===== src/hdl/assert_macros.svh =====
// Assertion helpers for the ring manager top level.
`ifndef ASSERT_MACROS_SVH
`define ASSERT_MACROS_SVH

// Checked on every clock edge while reset is released.
`define SRDM_ASSERT(lbl, prop, msg) \
  lbl: assert property (@(posedge clk_i) disable iff (!rst_ni) (prop)) else $error(msg);

// Checked on every clock edge, also while reset is applied.
`define SRDM_ASSERT_ALWAYS(lbl, prop, msg) \
  lbl: assert property (@(posedge clk_i) (prop)) else $error(msg);

`endif


===== src/hdl/srdm_pkg.sv =====
package srdm_pkg;

  localparam int unsigned DEPTH_DEF       = 256;
  localparam int unsigned COOKIE_BITS_DEF = 32;
  localparam int unsigned FIFO_DEPTH      = 2;

  // Command codes on the input channel.
  localparam logic [1:0] CMD_ENQ  = 2'd0;
  localparam logic [1:0] CMD_DEQ  = 2'd1;
  localparam logic [1:0] CMD_POST = 2'd2;

  // Result status codes.
  localparam logic [2:0] ST_OK      = 3'd0;
  localparam logic [2:0] ST_INVALID = 3'd1;
  localparam logic [2:0] ST_NOSPACE = 3'd2;
  localparam logic [2:0] ST_NODATA  = 3'd3;
  localparam logic [2:0] ST_DROPPED = 3'd4;

  typedef enum logic [2:0] {
    K_ENQ  = 3'b001,
    K_DEQ  = 3'b010,
    K_POST = 3'b100
  } kind_e;

  // One classified transaction waiting for the back end.
  typedef struct packed {
    kind_e       kind;
    logic [8:0]  read_count;
    logic [8:0]  write_count;
    logic [63:0] seg_addr;
    logic [31:0] seg_len;
    logic [31:0] cookie;
    logic [7:0]  used_id;
    logic [31:0] used_len;
  } item_t;

  // One result transaction.
  typedef struct packed {
    logic [2:0]  status;
    logic [7:0]  desc_index;
    logic [1:0]  desc_flags;
    logic [8:0]  desc_next;
    logic [7:0]  head_index;
    logic [31:0] cookie_out;
    logic [31:0] used_len_out;
    logic [8:0]  in_use;
    logic [15:0] avail_index;
  } result_t;

  // Back end status seen by the front end and the checks.
  typedef struct packed {
    logic        clearing;
    logic [31:0] free_count;
    logic [31:0] ring_n;
  } bstat_t;

endpackage


===== src/hdl/srdm_fifo.sv =====
module srdm_fifo import srdm_pkg::*; (
  input  logic  clk_i,
  input  logic  rst_ni,
  input  logic  push_i,
  input  item_t item_i,
  output logic  full_o,
  input  logic  pop_i,
  output logic  valid_o,
  output item_t item_o
);

  item_t      mem_q [FIFO_DEPTH];
  logic       wr_q, rd_q;
  logic [1:0] cnt_q;

  assign full_o  = (cnt_q == 2'(FIFO_DEPTH));
  assign valid_o = (cnt_q != 2'd0);
  assign item_o  = mem_q[rd_q];

  // Storage for the queued transactions.
  always_ff @(posedge clk_i) begin
    if (push_i) begin
      mem_q[wr_q] <= item_i;
    end
  end

  // Pointers and fill count.
  always_ff @(posedge clk_i or negedge rst_ni) begin
    if (!rst_ni) begin
      wr_q  <= 1'b0;
      rd_q  <= 1'b0;
      cnt_q <= 2'd0;
    end else begin
      if (push_i) wr_q <= ~wr_q;
      if (pop_i)  rd_q <= ~rd_q;
      cnt_q <= cnt_q + 2'(push_i) - 2'(pop_i);
    end
  end

endmodule


===== config.mk =====
export PLATFORM = sky130hd
export DESIGN_NAME = srdm_fifo
export DESIGN_NICKNAME = d
export VERILOG_FILES = /design/src/hdl/assert_macros.svh /design/src/hdl/srdm_pkg.sv /design/src/hdl/srdm_fifo.sv
export SDC_FILE = /design/constraint.sdc
export NUM_CORES = 1
export LEC_CHECK = 0
export ABC_AREA = 0
export BUFFER_PORTS_ARGS = -buffer_cell sky130_fd_sc_hd__buf_2
export CORE_UTILIZATION = 52
export DETAILED_ROUTE_END_ITERATION = 12
export PLACE_DENSITY = 0.84
export SYNTH_ARGS = -nofsm -noshare
export SYNTH_HDL_FRONTEND = slang
export SYNTH_SLANG_ARGS = --single-unit

===== constraint.sdc =====
create_clock -name clk_i -period 11.05 [get_ports clk_i]
set_input_delay 1.6575 -clock clk_i [delete_from_list [all_inputs] [get_ports clk_i]]
set_output_delay 1.6575 -clock clk_i [all_outputs]
set_load 0.03 [all_outputs]

Yosys cells after proc, flatten, opt, wreduce, memory -nomap -nowiden
Memories as Yosys holds them, arrays and structs flattened.
Cells that the tools add are included.
Widths: inputs -> output; s select.
{"block": "op_classes", "n_addsub": 2, "n_eq_ne": 1, "muxes": 2, "bitwise": 2, "reduce_logical": 1}
{"cell": "$add 2x1->2", "count": 1}
{"cell": "$eq 2x2->1 const B", "count": 1}
{"cell": "$mux 1", "count": 2}
{"cell": "$not 1->1", "count": 2}
{"cell": "$reduce_bool 2->1", "count": 1}
{"cell": "$sub 2x1->2", "count": 1}
{"block": "totals", "reg_bits": 4, "mem_bits_rw": 378, "input_bits": 193, "out_inout_bits": 191, "elab_cells": 12, "mem_count": 1}
{"name": "mem_q", "depth": 2, "word_bits": 189, "read_ports": 1, "rd_ports_with_merged_regs": 0, "write_ports": 1, "line": "srdm_fifo.sv:12", "rtl": "item_t mem_q [FIFO_DEPTH];"}

Depth between registers and ports, before layout
Gate-level depths: netlist (run 1).
{"block": "depth", "ltp_word": 2, "ltp_mapped": 5, "depth_no_buf": 5}

Worst setup path after synthesis (run 1)
No wires, ideal clock.
{"block": "synth_timing", "path_kind": "input port to flip-flop", "from": "input port push_i", "to": "memory mem_q[0][0] (netlist bit) (enable)", "setup_time_ns": 0.764, "arrival_time_ns": 9.811, "required_ns": 10.286, "slack_ns": 0.475, "path_stages": 1, "path_buffers": 0, "path_cell_list": "nor2b_1"}
{"block": "synth_between", "elab_chain_len": 2}
{"item": "start, declared", "line": "srdm_fifo.sv:4", "rtl": "input logic push_i,"}
{"item": "$mux 1", "line": "srdm_fifo.sv:22", "rtl": "if (push_i) begin"}
{"item": "$mux 1 (not written as such)", "line": "srdm_fifo.sv:23", "rtl": "mem_q[wr_q] <= item_i;"}
{"item": "end, declared", "line": "srdm_fifo.sv:12"}
No other way between the ends.

==> results of run 1 <==
[worst reg2reg max path, cell delays in order, from the launching register on]
cell and delay, ns:
dfrtp_1 0.44, and2_4 0.66, buf_4 0.85
[state kept, by name (all words and copies together), names as in the netlist]
name,cells
rd_q,1
cnt_q,2
mem_q,378
wr_q,1
[placed cells by master (no fill, tap or decap), drive strengths merged]
master	count
bufinv	5
edfxtp	378
dfrtp	4
and2	1
mux2	189
clkbuf	49
buf	388
nor2b	2
xor2	2
or2	1
clkinv	13
xor3	1
ha	2
inv	2
diode	4
[stage by stage]
stage | instances | total power [mW] | util [%]
2_1_floorplan | 603 | 3.49 | -
3_3_place_gp | 1311 | 3.82 | 61.2
5_1_grt | 1380 | 5.30 | 66.0
3_5_place_dp | 1311 | 3.86 | 61.2
6_report | 1382 | 5.11 | 66.0
4_1_cts | 1378 | 5.16 | 66.0
[report_power, final]
group / internal [mW] / switching (mW) / leakage, nW
sequential: 1.93 / 0.122 / 3.59
clock: 0.792 / 0.498 / 0.625
combinational: 0.664 / 1.11 / 2.77
[routing by layer]
metal / vias up / GRT usage [%]
met1: 3522 / 21.8
met3: 55 / 6.52
met4: 4 / 6.58
met5: - / 0
li1: 3237 / -
met2: 316 / 33.8
[layout make-up]
class                      count  area, sq um  share of cell area (%)
sequential                   382        11500                    64.6
multi-input combinational    198         2610                    14.7
timing repair buffer         388         1970                    11.1
clock buffer                  49         1060                    5.95
tap                          341          427                    2.40
clock inverter                18          216                    1.22
antenna                        4         10.0                  0.0564
inverter                       2         7.51                  0.0423
[worst min-delay path by stage]
stage / cells after the start / slack (ns) / endpoint / from
2_1_floorplan: 1 / 0.46 / wr_q / wr_q
3_3_place_gp: 1 / 0.53 / wr_q / wr_q
3_5_place_dp: 1 / 0.56 / wr_q / wr_q
4_1_cts: 1 / 0.59 / wr_q / wr_q
5_1_grt: 1 / 0.60 / wr_q / wr_q
6_report: 1 / 0.57 / wr_q / wr_q
[cells by family (layout without fill, tap and decap cells)]
family,Yosys count,in the layout,share of synthesized area [%]
xor+xnor,3,3,0.290
other cells,0,4,0
mux,189,189,17.6
simple gates,4,4,0.176
flops,382,382,80.5
buf+inv,23,457,1.32
fa+ha+maj,2,2,0.176
==> results.md, run 1 <==
- Final WS setup: ~6.1 ns
- Max Cap Violations: 0
- Layout Skew: around 0.015 ns
- Peak supply drop: approximately 0.20 mV
- Relative slew slack: 26.9%
- Htree depth: 2
- Period minus WS final: around 5.0 ns
- Critical Path AT: ~3.3 ns
- DRC errors left: 0
- CP max FO: between 70 and 80
- Synth top area share: 79.7%
- EDFF count, synth: 378
- Post-synth top cells: 378 x edfxtp_1, 100 x mux2_4, 89 x mux2_2
- Stages on the worst setup path: 3
- DR WL met2: ~14000 um
- Worst-path clk slew: 0.06 ns
- Vias in the first global route: between 7k and 8k
- Critical Path End: item_o[58]
- Area growth from synthesis to layout: 24.7%
- Pwr per Cell Area: 288 mW/mm^2
- Top-count cell post-synth: edfxtp_1
- Vias: between 7k and 8k
- Crit-path max cell delay: between 1 and 1.5 ns
- WL met3: about 2500 um
- Leakage: approximately 7.0 nW
- Synthesized area: between 0.01 and 0.015 sq mm
- Final ANT Viol Nets: 0
- GRT Overall Usage: about a fifth
- Final instance area: 0.0177 sq mm
- Crit. End Element: output pin
- Kind of launch point of the worst setup path: flip-flop
- FMAX: between 0.2 and 0.25 GHz
- Slowest-stage cell, CP: dfrtp_4
- Final number of hold-violating endpoints: 0
- Fill cells: roughly 1.8k
- Mapped Cells: between 600 and 700
- Global-route wire length before repair: 40500 um
- Pins Over Slew Limit: 0
- Drt via density: 5.16
- RD Place Congestion: about 0.75
- Initial Util: 53.0%
- Buf/Inv on CP: 2
- Type of the worst setup path: flip-flop to output pin
- Initial antenna violation count: 5
- Part of the cycle the worst path needs: 44.9%
- Fraction of registers with async set/reset: about 1.0%
- Area contributors post-synth: edfxtp_1 80%, mux2_4 11%, mux2_2 7.0%
- Inserted Clock Buffers: 39
- Netlist cell types: 13
- R2r setup slk: roughly 8.6 ns
- Setup violators final: 0
- Die H: around 170 um
- Share of cells above drive strength 1: about three fifths
- FP Rows: 60
- Highest Signal Layer: met5
- Port-buffer cells: between 300 and 400
- Post-Route Setup TNS: 0 ns
- Root buffer cell: clkbuf_16
- Slew at the pin closest to its max-slew limit: approximately 1.1 ns
- Drt pass-1 iters: 4
- Crit-path cells: buf_4 > mux2_2 > buf_2
- Reg2reg start: wr_q
- YS warnings: 0
- Status: finished clean
- Post-synthesis sequential area ratio: 80.5%
- Total wire length: 27300 um
- Hold Path Class: flip-flop to flip-flop
- Hold_buf cts: 0
- Register bit total from synthesis: about 380
- Core Region: 0.0269 sq mm
- Clock sink count: 382
- DR WL/cell: approximately 20 um
- Clk_lat worst skew: roughly 0.5 ns
- Primary FF master, synth: edfxtp_1
- Die Wd: approximately 170 um
- Iter 0 DRT Violations: 437
- Capturing point of the worst reg2reg path: mem_q[1][56]
- DP Worst Slack: ~6.6 ns
- Post_cts resized: 0
- CTS Buffer Depth: 3
- RSZ-0062 raised after global routing: no
- Detail Placement HPWL: approximately 18000 um
- Pin count of the biggest net entering global routing: around 170
- Dpl cell area: 0.0165 sq mm
- Cell family contributing the most delay on the critical path: flip-flops
- Met1 Wirelength: 10100 um
- Largest area contributor in the netlist: edfxtp_1
- Hold WS: between 0.5 and 0.6 ns
- CTS tree: built
- # IOs: around 380
- Data required, critical path: around 9.4 ns
- Final nets: approximately 1.2k
- Post-Syn Nets: around 800
- Post-CTS setup repair buffer count: 0
- Die area: 0.0280 sq mm
- Reg2Reg Depth: 2
- Overflow after GRT: 0
- Syn Area/Cell: roughly 24 sq um
- Source of the critical timing path: rd_q
(Power assumes the default switching activity.)
==> run 2, diff against run 1 <==
==> constraint.sdc (replaced) <==
create_clock -name clk_i -period 4.84 [get_ports clk_i]
set_input_delay 0.726 -clock clk_i [delete_from_list [all_inputs] [get_ports clk_i]]
set_output_delay 0.726 -clock clk_i [all_outputs]
set_load 0.03 [all_outputs]
==> run 2 against run 1 <==
Net effect:
- register-to-register slack lost 5.7 ns
- via count is 0.17% lower
- final area is 0.67% higher
- core utilization rose by 0.44 points
- power rose by 130%
- combinational power rose by 130%
- critical path type unchanged
==> results.md, run 2 (synthesis gave the netlist of run 1 again) <==
- Status: finished clean
- Clk_lat worst skew: around 0.5 ns
- Biggest register: mem_q
- Crit. End Element: output pin
- CTS Buffer Depth: 3
- CTS tree: built
- Iter 0 DRT Violations: approximately 450
- Non-filler cells, final: about 1.4k
- Critical Path AT: about 2.4 ns
- Type of the worst setup path: flip-flop to output pin
- Pin count of the biggest net entering global routing: 77
- RSZ-0062 raised after global routing: no
- Vias: 7122
- Leakage: ~7 nW
- Final WS setup: roughly 1.8 ns
- GRT Overall Usage: roughly a fifth
- Period minus WS final: about 3.1 ns
- DR WL/cell: 19.7 um
- Slew at the pin closest to its max-slew limit: 0.993 ns
- Final nets: around 1.2k
- Initial Util: between 50% and 60%
- Root buffer cell: clkbuf_16
- Setup violators final: 0
- Final Util: about 66%
- Total wire length: approximately 27000 um
- Pins Over Slew Limit: 0
- CP max FO: 40
- Pwr per Cell Area: between 600 and 700 mW/mm^2
- DP Worst Slack: between 2 and 2.5 ns
- Core Region: between 0.02 and 0.03 sq mm
- FP Rows: 60
- FMAX: roughly 0.32 GHz
- Drt pass-1 iters: 5
- Vias in the first global route: 7393
- Area growth from synthesis to layout: 25.5%
- # IOs: about 380
- Global-route wire length before repair: between 40000 and 50000 um
- Peak supply drop: approximately 0.53 mV
- Total power: approximately 12 mW
- Commonest non-fill, non-tap cell in the layout: buf_2
- Hold_buf cts: 1
- Biggest regs: mem_q: 378 flops, cnt_q: 2 flops
- DRC errors left: 0
- Htree depth: 2
- Max Cap Violations: 0
- Overflow after GRT: 0
- Share of cells above drive strength 1: 61.4%
- Post_cts resized: 0
- Inserted Clock Buffers: 39
- Part of the cycle the worst path needs: 63.7%
- Port-buffer cells: approximately 380
- Die area: about 0.028 sq mm
- RD Place Congestion: ~0.76
- Final number of hold-violating endpoints: 0
- Die H: approximately 170 um
- Dpl cell area: 0.0165 sq mm
- Die Wd: approximately 170 um
- Initial antenna violation count: 9
- Worst-path clk slew: around 0.060 ns
- Detail Placement HPWL: approximately 18000 um
- Largest register FFs: 378
- Relative slew slack: 33.8%
- Final instance area: around 0.018 sq mm
- Clock sink count: between 300 and 400
- Kind of launch point of the worst setup path: flip-flop
- Layout Skew: between 0.01 and 0.015 ns
- Drt via density: roughly 5.1
- Data required, critical path: ~4 ns
- Hold Path Class: input pin to flip-flop
- Final ANT Viol Nets: 0
- Post-Route Setup TNS: 0 ns
- Placed Cells: 1314
- Hold WS: approximately 0.4 ns
- Post-CTS setup repair buffer count: 0
- Most frequent cells in the layout: 383 x buf_2, 378 x edfxtp_1, 100 x mux2_4
- Fill cells: between 1.5k and 2k
[run 2: cell types whose count changed in the layout (fill, tap and decap cells not counted)]
cell / change
clkbuf_1: -1
clkinv_4: -1
clkinv_2: -1
dlygate4sd3_1: +1
buf_12: +3
diode_2: +4
clkinv_1: +1
bufinv_16: +1
clkinvlp_4: +3
[run 2: power by group]
group | leakage (nW) | switching [mW] | total [mW] | internal, mW
combinational | 2.80 | 2.61 | 4.13 | 1.53
sequential | 3.59 | 0.208 | 4.60 | 4.40
clock | 0.632 | 1.16 | 3.03 | 1.86
[run 2: cell type report]
class                      instances  area (sq um)  share of cell area (%)
tap                              341           427                    2.39
inverter                           2          7.51                  0.0420
clock inverter                    21           259                    1.45
multi-input combinational        198          2610                    14.6
sequential                       382         11500                    64.1
clock buffer                      48          1050                    5.89
timing repair buffer             392          2040                    11.4
antenna                            8          20.0                   0.112
[run 2: metal layers]
| layer | up-vias | routed length [um] | GRT usage (%) | part of all wire [%] |
|---|---|---|---|---|
| met5 | - | 0 | 0 | 0 |
| met4 | 0 | 1020 | 8.34 | 3.7 |
| met3 | 68 | 2560 | 6.52 | 9.4 |
| met2 | 376 | 13700 | 32.7 | 50 |
| met1 | 3432 | 10100 | 21.9 | 37 |
| li1 | 3246 | - | - | - |
[run 2: final timing paths]
check                       startpoint       endpoint  slack (ns)  cells past startpoint
max in group asynchronous       rst_ni           rd_q        4.13                      2
min in group asynchronous       rst_ni       cnt_q[1]        0.57                      2
hold reg to reg                   wr_q           wr_q        0.55                      1
setup / recovery                  rd_q     item_o[17]        1.76                      3
hold / removal             item_i[140]  mem_q[1][140]        0.40                      1
setup reg to reg                  wr_q   mem_q[1][57]        2.92                      2
[run 2: critical path: stages, from the launching register on]
cell and delay, ns:
dfrtp_4 0.70, buf_4 0.52, mux2_2 0.40, buf_2 0.18
